`src/fdpq_pkg.sv`:
```
`default_nettype none

package fdpq_pkg;

  localparam int DELAY_W  = 24;
  localparam int HANDLE_W = 16;
  localparam int LENGTH_W = 16;
  localparam int ADDR_W   = 32;
  localparam int PORT_W   = 16;
  localparam int KIND_W   = 2;

  localparam int MAX_RESULTS = 16;
  localparam int NREL_W      = $clog2(MAX_RESULTS + 1);

  localparam logic [DELAY_W-1:0] DELAY_RESET = 24'd1000000;

  localparam logic ACTION_ENQUEUE = 1'b0;
  localparam logic ACTION_TICK    = 1'b1;

  localparam logic [KIND_W-1:0] KIND_ACCEPT  = 2'd0;
  localparam logic [KIND_W-1:0] KIND_DROP    = 2'd1;
  localparam logic [KIND_W-1:0] KIND_RELEASE = 2'd2;

  typedef struct packed {
    logic [DELAY_W-1:0]  remaining;
    logic [HANDLE_W-1:0] handle;
    logic [LENGTH_W-1:0] length;
    logic [ADDR_W-1:0]   addr;
    logic [PORT_W-1:0]   port;
  } entry_t;

endpackage

`default_nettype wire

```
`src/fdpq_ifs.sv`:
```
`default_nettype none

interface fdpq_req_if;
  import fdpq_pkg::*;

  logic                valid;
  logic                ready;
  logic                action;
  logic [DELAY_W-1:0]  elapsed_us;
  logic [HANDLE_W-1:0] packet_handle;
  logic [LENGTH_W-1:0] packet_length;
  logic [ADDR_W-1:0]   source_addr;
  logic [PORT_W-1:0]   source_port;

  modport source (
    output valid, action, elapsed_us, packet_handle, packet_length, source_addr,
           source_port,
    input  ready
  );

  modport sink (
    input  valid, action, elapsed_us, packet_handle, packet_length, source_addr,
           source_port,
    output ready
  );
endinterface

interface fdpq_rsp_if;
  import fdpq_pkg::*;

  logic                valid;
  logic                ready;
  logic [KIND_W-1:0]   kind;
  logic [HANDLE_W-1:0] packet_handle_res;
  logic [LENGTH_W-1:0] packet_length_res;
  logic [ADDR_W-1:0]   source_addr_res;
  logic [PORT_W-1:0]   source_port_res;
  logic                last;

  modport source (
    output valid, kind, packet_handle_res, packet_length_res, source_addr_res,
           source_port_res, last,
    input  ready
  );

  modport sink (
    input  valid, kind, packet_handle_res, packet_length_res, source_addr_res,
           source_port_res, last,
    output ready
  );
endinterface

`default_nettype wire

```
`src/fdpq_entry_ram.sv`:
```
`default_nettype none

module fdpq_entry_ram #(
  parameter int DEPTH = 16,
  parameter int IDX_W = 4
) (
  input  wire logic             clk,
  input  wire logic             we,
  input  wire logic [IDX_W-1:0] waddr,
  input  wire fdpq_pkg::entry_t wdata,
  input  wire logic             re,
  input  wire logic [IDX_W-1:0] raddr,
  output fdpq_pkg::entry_t      rdata
);
  import fdpq_pkg::*;

  entry_t mem [DEPTH];

  always_ff @(posedge clk) begin
    if (we) begin
      mem[waddr] <= wdata;
    end
  end

  always_ff @(posedge clk) begin
    if (re) begin
      rdata <= mem[raddr];
    end
  end

endmodule

`default_nettype wire

```
`src/fixed_delay_packet_queue.sv`:
```
`default_nettype none

// Channel  Dir  Handshake    Payload
// req      in   valid/ready  action, elapsed_us, packet_handle, packet_length,
//                            source_addr, source_port
// rsp      out  valid/ready  kind, packet_handle_res, packet_length_res,
//                            source_addr_res, source_port_res, last
// cfg      in   cfg_we       cfg_wdata (delay_us)
//
// An enqueue request gives one result and, like a tick on an empty queue, is finished in the idle state.
// Any other tick reads the first entry, then walks each entry in turn through the shared
// subtract/compare unit and the entry RAM's single read and write ports, pausing while a
// release waits on the sink, and then finishes in the flush state.
// A new result, and with it the next request, waits while the sink holds the result register.
// Reset clears the entry count and the sequencer and reloads the default delay, not the RAM.

module fixed_delay_packet_queue #(
  parameter int QUEUE_DEPTH = 16
) (
  input  wire logic       clk,
  input  wire logic       rst,
  fdpq_req_if.sink        req,
  fdpq_rsp_if.source      rsp,
  input  wire logic       cfg_we,
  input  wire logic [23:0] cfg_wdata
);
  import fdpq_pkg::*;

  localparam int IDX_W = (QUEUE_DEPTH > 1) ? $clog2(QUEUE_DEPTH) : 1;
  localparam int CNT_W = $clog2(QUEUE_DEPTH + 1);

  localparam logic [1:0] ST_IDLE  = 2'd0;
  localparam logic [1:0] ST_SCAN  = 2'd1;
  localparam logic [1:0] ST_FLUSH = 2'd2;

  logic [1:0]         state;
  logic [DELAY_W-1:0] delay_us;
  logic [CNT_W-1:0]   count;
  logic [CNT_W-1:0]   idx;
  logic [CNT_W-1:0]   wr_idx;
  logic [NREL_W-1:0]  nrel;
  logic [DELAY_W-1:0] elapsed;
  logic               pend_valid;
  entry_t             pend;

  logic               out_free;
  logic               accept;
  logic               full;
  logic [DELAY_W:0]   diff;
  logic [DELAY_W-1:0] rem;
  logic               is_rel;
  logic               stall;
  logic               advance;
  logic [CNT_W-1:0]   idx_inc;
  logic               scan_end;
  logic               rsp_load;

  logic               ram_we;
  logic [IDX_W-1:0]   ram_waddr;
  entry_t             ram_wdata;
  logic               ram_re;
  logic [IDX_W-1:0]   ram_raddr;
  entry_t             ram_rdata;

  fdpq_entry_ram #(
    .DEPTH (QUEUE_DEPTH),
    .IDX_W (IDX_W)
  ) u_ram (
    .clk   (clk),
    .we    (ram_we),
    .waddr (ram_waddr),
    .wdata (ram_wdata),
    .re    (ram_re),
    .raddr (ram_raddr),
    .rdata (ram_rdata)
  );

  assign out_free  = !rsp.valid || rsp.ready;
  assign req.ready = (state == ST_IDLE) && out_free;
  assign accept    = req.valid && req.ready;
  assign full      = (count == CNT_W'(QUEUE_DEPTH));

  assign diff     = {1'b0, ram_rdata.remaining} - {1'b0, elapsed};
  assign rem      = diff[DELAY_W] ? '0 : diff[DELAY_W-1:0];
  assign is_rel   = (rem == '0) && (nrel < NREL_W'(MAX_RESULTS));
  assign stall    = is_rel && pend_valid && !out_free;
  assign advance  = (state == ST_SCAN) && !stall;
  assign idx_inc  = idx + CNT_W'(1);
  assign scan_end = (idx_inc == count);

  assign rsp_load = ((state == ST_IDLE) && accept && (req.action == ACTION_ENQUEUE)) ||
                    (advance && is_rel && pend_valid) ||
                    ((state == ST_FLUSH) && pend_valid && out_free);

  always_comb begin
    ram_we    = 1'b0;
    ram_waddr = count[IDX_W-1:0];
    ram_wdata = '{remaining: delay_us, handle: req.packet_handle,
                  length: req.packet_length, addr: req.source_addr,
                  port: req.source_port};
    ram_re    = 1'b0;
    ram_raddr = '0;
    if (state == ST_SCAN) begin
      ram_we    = advance && !is_rel;
      ram_waddr = wr_idx[IDX_W-1:0];
      ram_wdata = ram_rdata;
      ram_wdata.remaining = rem;
      ram_re    = advance && !scan_end;
      ram_raddr = idx_inc[IDX_W-1:0];
    end else begin
      ram_we = accept && (req.action == ACTION_ENQUEUE) && !full;
      ram_re = accept && (req.action == ACTION_TICK);
    end
  end

  always_ff @(posedge clk) begin
    if (rst) begin
      delay_us <= DELAY_RESET;
    end else if (cfg_we) begin
      delay_us <= cfg_wdata;
    end
  end

  always_ff @(posedge clk) begin
    if (rst) begin
      rsp.valid <= 1'b0;
    end else if (rsp_load) begin
      rsp.valid <= 1'b1;
    end else if (rsp.ready) begin
      rsp.valid <= 1'b0;
    end
  end

  always_ff @(posedge clk) begin
    if (rst) begin
      state      <= ST_IDLE;
      count      <= '0;
      idx        <= '0;
      wr_idx     <= '0;
      nrel       <= '0;
      pend_valid <= 1'b0;
    end else begin
      unique case (state)
        ST_IDLE: begin
          if (accept) begin
            if (req.action == ACTION_ENQUEUE) begin
              rsp.kind              <= full ? KIND_DROP : KIND_ACCEPT;
              rsp.packet_handle_res <= req.packet_handle;
              rsp.packet_length_res <= req.packet_length;
              rsp.source_addr_res   <= req.source_addr;
              rsp.source_port_res   <= req.source_port;
              rsp.last              <= 1'b1;
              if (!full) begin
                count <= count + CNT_W'(1);
              end
            end else if (count != '0) begin
              elapsed    <= req.elapsed_us;
              idx        <= '0;
              wr_idx     <= '0;
              nrel       <= '0;
              pend_valid <= 1'b0;
              state      <= ST_SCAN;
            end
          end
        end
        ST_SCAN: begin
          if (advance) begin
            if (is_rel) begin
              if (pend_valid) begin
                rsp.kind              <= KIND_RELEASE;
                rsp.packet_handle_res <= pend.handle;
                rsp.packet_length_res <= pend.length;
                rsp.source_addr_res   <= pend.addr;
                rsp.source_port_res   <= pend.port;
                rsp.last              <= 1'b0;
              end
              pend       <= ram_rdata;
              pend_valid <= 1'b1;
              nrel       <= nrel + NREL_W'(1);
            end else begin
              wr_idx <= wr_idx + CNT_W'(1);
            end
            idx <= idx_inc;
            if (scan_end) begin
              state <= ST_FLUSH;
            end
          end
        end
        ST_FLUSH: begin
          if (!pend_valid) begin
            count <= wr_idx;
            state <= ST_IDLE;
          end else if (out_free) begin
            rsp.kind              <= KIND_RELEASE;
            rsp.packet_handle_res <= pend.handle;
            rsp.packet_length_res <= pend.length;
            rsp.source_addr_res   <= pend.addr;
            rsp.source_port_res   <= pend.port;
            rsp.last              <= 1'b1;
            pend_valid            <= 1'b0;
            count                 <= wr_idx;
            state                 <= ST_IDLE;
          end
        end
        default: begin
          state <= ST_IDLE;
        end
      endcase
    end
  end

endmodule

`default_nettype wire

```
`src/flat_wrapper.sv`:
```
// flat-port wrapper written by rule: the top's interface ports become plain ports
module fixed_delay_packet_queue_flat import fdpq_pkg::*;
#(
  parameter int QUEUE_DEPTH = 16
)
  (clk, rst, cfg_we, cfg_wdata, req_valid, req_action, req_elapsed_us, req_packet_handle, req_packet_length, req_source_addr, req_source_port, req_ready, rsp_valid, rsp_kind, rsp_packet_handle_res, rsp_packet_length_res, rsp_source_addr_res, rsp_source_port_res, rsp_last, rsp_ready);
  fdpq_req_if req_i ();
  fdpq_rsp_if rsp_i ();
  input  wire logic clk;
  input  wire logic rst;
  input  wire logic cfg_we;
  input  wire logic [23:0] cfg_wdata;
  input wire logic [$bits(req_i.valid)-1:0] req_valid;
  input wire logic [$bits(req_i.action)-1:0] req_action;
  input wire logic [$bits(req_i.elapsed_us)-1:0] req_elapsed_us;
  input wire logic [$bits(req_i.packet_handle)-1:0] req_packet_handle;
  input wire logic [$bits(req_i.packet_length)-1:0] req_packet_length;
  input wire logic [$bits(req_i.source_addr)-1:0] req_source_addr;
  input wire logic [$bits(req_i.source_port)-1:0] req_source_port;
  output wire logic [$bits(req_i.ready)-1:0] req_ready;
  output wire logic [$bits(rsp_i.valid)-1:0] rsp_valid;
  output wire logic [$bits(rsp_i.kind)-1:0] rsp_kind;
  output wire logic [$bits(rsp_i.packet_handle_res)-1:0] rsp_packet_handle_res;
  output wire logic [$bits(rsp_i.packet_length_res)-1:0] rsp_packet_length_res;
  output wire logic [$bits(rsp_i.source_addr_res)-1:0] rsp_source_addr_res;
  output wire logic [$bits(rsp_i.source_port_res)-1:0] rsp_source_port_res;
  output wire logic [$bits(rsp_i.last)-1:0] rsp_last;
  input wire logic [$bits(rsp_i.ready)-1:0] rsp_ready;
  assign req_i.valid = req_valid;
  assign req_i.action = req_action;
  assign req_i.elapsed_us = req_elapsed_us;
  assign req_i.packet_handle = req_packet_handle;
  assign req_i.packet_length = req_packet_length;
  assign req_i.source_addr = req_source_addr;
  assign req_i.source_port = req_source_port;
  assign req_ready = req_i.ready;
  assign rsp_valid = rsp_i.valid;
  assign rsp_kind = rsp_i.kind;
  assign rsp_packet_handle_res = rsp_i.packet_handle_res;
  assign rsp_packet_length_res = rsp_i.packet_length_res;
  assign rsp_source_addr_res = rsp_i.source_addr_res;
  assign rsp_source_port_res = rsp_i.source_port_res;
  assign rsp_last = rsp_i.last;
  assign rsp_i.ready = rsp_ready;
  fixed_delay_packet_queue #(.QUEUE_DEPTH(QUEUE_DEPTH)) u_core (.clk(clk), .rst(rst), .req(req_i), .rsp(rsp_i), .cfg_we(cfg_we), .cfg_wdata(cfg_wdata));
endmodule
```
`config.mk`:
```
export PLATFORM = sky130hd
export DESIGN_NAME = fixed_delay_packet_queue_flat
export DESIGN_NICKNAME = d
export VERILOG_FILES = /design/src/fdpq_pkg.sv /design/src/fdpq_ifs.sv /design/src/fdpq_entry_ram.sv /design/src/fixed_delay_packet_queue.sv /design/src/flat_wrapper.sv
export SDC_FILE = /design/constraint.sdc
export NUM_CORES = 2
export LEC_CHECK = 0
export BUFFER_PORTS_ARGS = -buffer_cell sky130_fd_sc_hd__buf_4
export CORE_MARGIN = 2
export CORE_UTILIZATION = 50
export DETAILED_ROUTE_END_ITERATION = 10
export HOLD_SLACK_MARGIN = 0.15
export PLACE_DENSITY_LB_ADDON = 0.1
export SYNTH_ARGS = -nofsm -noshare
export SYNTH_HDL_FRONTEND = slang
export SYNTH_SLANG_ARGS = --single-unit
```
`constraint.sdc`:
```
create_clock -name clk -period 10.8 [get_ports clk]
set_clock_uncertainty 0.1 [all_clocks]
set_input_delay 2.7 -clock clk [delete_from_list [all_inputs] [get_ports clk]]
set_output_delay 2.7 -clock clk [all_outputs]
set_load 0.05 [all_outputs]
```
Yosys cells after proc, flatten, opt, wreduce, memory -nomap -nowiden:

Memories as Yosys holds them, arrays and structs flattened. A register that Yosys moved wholly into a read port is not among the register bits.
Index checks and enable logic that the tools add are counted.
W data, S select, Z words.

* RAM bits: 1664
* input port bits: 134
* bits in registers: 235
* ROM bits: 0
* latch bits: 0
* memories: 1
* word-level logic and storage cells: 179
* output and inout port bits: 85

Memory list
* u_core.u_ram.mem: depth 16, width 104, read ports 1, clocked after Yosys merged registers in 1, write ports 1, line fdpq_entry_ram.sv:17 `entry_t mem [DEPTH];`

* reduce and logical (&&, ||, !) cells: 42
* mux-type cells: 92
* equality and inequality tests: 17
* bitwise operators: 2
* order comparisons: 1
* $add $sub $neg: 5
* multiply operators: 0
* div/mod/pow operators: 0
* shift-type cells: 0

Operators by type and width (count)
* $mux W16: 21
* $mux W32: 7
* $pmux W16 S3: 3
* $mux W104: 1
* $pmux W32 S3: 1
* $mux W5: 13
* $pmux W5 S2: 4
* $mux W2: 14
* $sub A24 B24 Y25: 1
* $logic_not A24 Y1: 1
* $mux W24: 1
* $reduce_and A6 Y1: 4
* $mux W1: 21
* $add A5 B1 Y5 const B: 4
* $logic_and A1 B1 Y1: 17
* $reduce_and A5 Y1: 3
* $ne A2 B1 Y1 const B: 7
* $pmux W2 S3: 2
* $ne A2 B2 Y1 const B: 5
* $reduce_and A9 Y1: 1
* $mux W4: 2
* $logic_not A1 Y1: 6
* $pmux W1 S3: 2
* $reduce_bool A2 Y1: 3
* 12 further kinds: 15

Longest topological paths before layout:

* word-level depth: 13
* gate-level depth with buffers: 15
* mapped depth without buffers: 14

Cells and area by module:

Synthesis repeated with hierarchy kept, for this count alone.

* cells, all modules: 3629
* area, all modules: 77254.1 um2

By module, submodules not included
* fdpq_entry_ram: times used 1, sequential area each 53090.9 um2, area each 65298.9 um2, cells each 2662
* fixed_delay_packet_queue: times used 1, sequential area each 6576.3 um2, area each 11955.2 um2, cells each 967

Worst setup path before layout:

No wires, ideal clock.

* path kind: in2reg
* from: in rsp_ready
* to: reg u_core.u_ram.rdata[0] (netlist name)
* path buffers: 0
* data required time: 9.990 ns
* arrival: 10.303 ns
* cell stages on the path: 4
* slack: -0.313 ns
* library setup time: 0.710 ns
* cells stage by stage: nand2b_1 -> and3_1 -> nand2_1 -> o21ai_0

* longest elaborated chain between the ends: 7
* elaborated cells on any way between the ends: 10
* classes of those cells: mux (1); reduce/logical (9)

RTL lines
* start, declared: line flat_wrapper.sv:28 `input wire logic [$bits(rsp_i.ready)-1:0] rsp_ready;`
* $logic_or A1 B1 Y1 *: line fixed_delay_packet_queue.sv:78 `assign out_free = !rsp.valid || rsp.ready;`
* $logic_not A1 Y1: line fixed_delay_packet_queue.sv:86 `assign stall = is_rel && pend_valid && !out_free;`
* $logic_and A1 B1 Y1: line fixed_delay_packet_queue.sv:86
* $logic_not A1 Y1: line fixed_delay_packet_queue.sv:87 `assign advance = (state == ST_SCAN) && !stall;`
* $logic_and A1 B1 Y1: line fixed_delay_packet_queue.sv:87
* $logic_and A1 B1 Y1: line fixed_delay_packet_queue.sv:108 `ram_re = advance && !scan_end;`
* $mux W1 *: line fixed_delay_packet_queue.sv:103 `if (state == ST_SCAN) begin`
* named net u_core.ram_re: line fixed_delay_packet_queue.sv:61 `logic ram_re;`

Mark *: on every way through the listed nets, which the timed path passes. The rest lies on a longest branch.
A chain may end at the register's enable or synchronous reset.

Worst setup path in the final report:

* from: in rsp_ready
* to: out req_ready

* longest elaborated chain between the ends: 2

RTL lines
* $logic_or A1 B1 Y1: line fixed_delay_packet_queue.sv:78
* $logic_and A1 B1 Y1: line fixed_delay_packet_queue.sv:79 `assign req.ready = (state == ST_IDLE) && out_free;`
* end, declared: line flat_wrapper.sv:20 `output wire logic [$bits(req_i.ready)-1:0] req_ready;`

Every way passes these cells.

==> key figures <==
Status
  • Status: finished, final reports clean

Timing
  • Max-slew violation count: 0
  • Final Setup Violations: 0
  • Fmax achieved: 0.164 GHz
  • Slew @ Worst Pin: 1.29 ns
  • Period utilization: 56.6%
  • Total Neg Setup Slack: 0 ns
  • Slew HR: 13.9%
  • RSZ-0062 raised after global routing: false
  • Minimum clock period: 6.11 ns
  • Final Hold Vio Count: 0

Worst hold path
  • Worst Hold Class: reg -> reg

Routing
  • Detailed Routing Iterations Pass 1: 6
  • Vias: 43200
  • Initial drt markers: 3933
  • Via/cell ratio: 6.00
  • # DRC: 0
  • Antenna-violating nets left: 0
  • Final wirelength: 197 mm
  • Wire per inst: 27.4 um

Setup path
  • Critical path required time: 8.00 ns
  • Kind of end point of the critical path: primary output
  • Crit path DAT: 3.31 ns
  • Startpoint Class: input pin
  • Max FO, Critical Path: 2
  • Critical path start-end classification: in -> out

Cells and area
  • Final nets: 5133
  • Ratio of cells with drive above 1 in the final layout: 18.0%
  • Commonest cells after routing, fill and taps aside: edfxtp_1, nand2_1, mux2i_1, buf_4, clkbuf_16
  • Area grow syn2layout: 13.3%
  • Number of fill cells: 12100
  • Number of inserted diodes: 0
  • Final core occ: 57.1%
  • Commonest non-fill, non-tap cell in the layout: edfxtp_1

Floorplan
  • I/O pin cnt: 219
  • FP Rows: 146
  • Die X: 404 um
  • Starting Density: 50.4%
  • Die area: 0.163 mm^2
  • Die Span Y: 404 um
  • Area of the core: 0.159 mm^2

Global routing
  • Vias in the first global route: 42200
  • Largest net degree at the start of global routing: 141
  • Initial antenna violation count: 5
  • First-pass GRT wire length: 290 mm
  • Total grt overflow: 0
  • GRT Total Usage: 24.1%

Clock tree
  • Cts hold-fix bufs: 0
  • TritonCTS clock tree: built
  • CTS clk-pin slew, worst paths: 0.06 ns
  • Clk root buf: clkbuf_16
  • PostCTS Resize Cnt: 0
  • H-tree levels: 4
  • CTS Buf Count: 204
  • CTS Buffer Depth: 3
  • CTS sink cnt: 2003
  • Post-CTS Setup Repair Bufs: 0
  • Worst skew pair latency: 0.81 ns

Synth
  • Yosys warnings: 0
  • Netlist Area Pre-Place: 0.0799 mm^2
  • Post-Syn Nets: 4926
  • Synth cell types: 76
  • Yosys reg bits: 2003
  • Cells after synthesis: 4758
  • Synthesized area per cell: 16.8 um^2
  • Asr flop ratio synth: 0%
  • Synth Flop Type: edfxtp_1
  • Post-synth EDFFs: 1955
  • Post-synthesis sequential area ratio: 74.7%

Placed design
  • Detail Placement HPWL: 106 mm
  • GPL Wtd Cong: 0.824
  • Port Buf Inserts: 218

Pwr
  • P_leak: 30.0 nW
  • VDD IR max: 201 uV
  • Pwr dens: 241 mW/mm^2

Job
  • Max_cap viols: 0
area by class of cell:
cell class | count | area (um^2) | share of cell area [%]
flip-flops and latches | 2003 | 59700 | 65.9
clock buffers | 248 | 5330 | 5.89
multi-input cells | 2403 | 19100 | 21.1
repair buffers | 307 | 2470 | 2.73
inverters | 46 | 173 | 0.191
clock inverters | 129 | 1140 | 1.26
well taps | 2072 | 2590 | 2.86
metrics by stage:
step	setup slack, ns	std cells	hold slack (ns)	cell area, um^2	power, mW
finish	4.69	7208	0.344	90500	21.8
global route	4.56	7208	0.354	90500	22.6
CTS	4.69	7208	0.342	90500	22.0
detailed placement	4.23	6831	0.329	84000	15.2
global placement	4.24	6831	0.327	84000	15.1
floorplan	0.727	4758	0.320	79900	13.4
cells by family (layout without fill, tap and decap cells):
family,after synthesis,after routing,share of synthesized area (%)
simple gates,929,929,5.44
buf+inv,352,730,1.68
mux,698,698,10.9
fa+ha+maj,34,34,0.542
xor+xnor,22,22,0.241
compound gates,720,720,6.52
flops,2003,2003,74.7
layer usage:
metal	GRT usage [%]	routed length [um]	share of wire, %
met1	35.6	89600	45
met2	38.8	94400	48
met3	3.08	10500	5.3
met4	4.77	2980	1.5
met5	0	0	0
Yosys cell counts, types with 4 or more instances:
cell type	instances	area, um^2
ha_1	33	413
o31ai_1	6	45.0
mux4_2	119	2680
clkbuf_1	273	1020
edfxtp_1	1955	58700
mux2i_1	416	4160
nand2b_1	8	50.1
or3_1	6	37.5
a22oi_1	4	30.0
nand4_1	10	62.6
o311ai_0	4	35.0
mux2_2	163	1840
a31oi_1	17	106
o22ai_1	7	43.8
nand2_1	457	1720
a21o_1	7	52.6
nor4_1	7	43.8
buf_2	9	45.0
o21ai_0	69	345
nor2_1	74	278
and2_1	7	43.8
buf_1	23	86.3
inv_1	45	169
a21oi_1	137	686
a311oi_1	189	1660
o21a_1	5	37.5
a211oi_1	201	1510
dfxtp_1	48	961
xnor2_1	13	114
o211ai_1	18	135
nor2b_1	193	1210
nor3_1	119	596
xor2_1	9	78.8
o2bb2ai_1	15	131
and3_1	11	68.8
nand3_1	20	100
path summary, 6_finish.rpt:
kind,start,to,slack [ns],cells after the start
setup / recovery,rsp_ready,req_ready,4.69,4
hold / removal,u_core.u_ram.rdata[57],u_core.pend[57],0.34,0
setup reg to reg,u_core.u_ram.rdata[80],u_core.u_ram.mem[2][64],4.87,16
hold reg to reg,u_core.u_ram.rdata[57],u_core.pend[57],0.34,0
report_power, final:
| group | total, mW | leakage [nW] | switching (mW) | internal [mW] |
|---|---|---|---|---|
| Combinational | 4.89 | 8.80 | 3.38 | 1.52 |
| Sequential | 10.1 | 18.1 | 0.195 | 9.87 |
| Clock | 6.83 | 3.14 | 2.94 | 3.89 |
| Total | 21.8 | 30.0 | 6.51 | 15.3 |
worst max-delay path, stage by stage:
cell and delay (ns):
buf_4 0.11, nand2b_1 0.14, and2_1 0.17, buf_4 0.19
registers in the layout, summed over array words and instances (netlist names), 2 cells and up:
name and cells:
u_core.rsp.kind 2, u_core.rsp.packet_handle_res 16, u_core.elapsed 24, u_core.nrel 5
u_core.u_ram.mem 1664, u_core.delay_us 24, u_core.idx 5, u_core.rsp.source_port_res 16
u_core.count 5, u_core.state 2, u_core.rsp.source_addr_res 32, u_core.rsp.packet_length_res 16
u_core.pend 80, u_core.wr_idx 5, u_core.u_ram.rdata 104
Power figures use the tool's default switching activity.
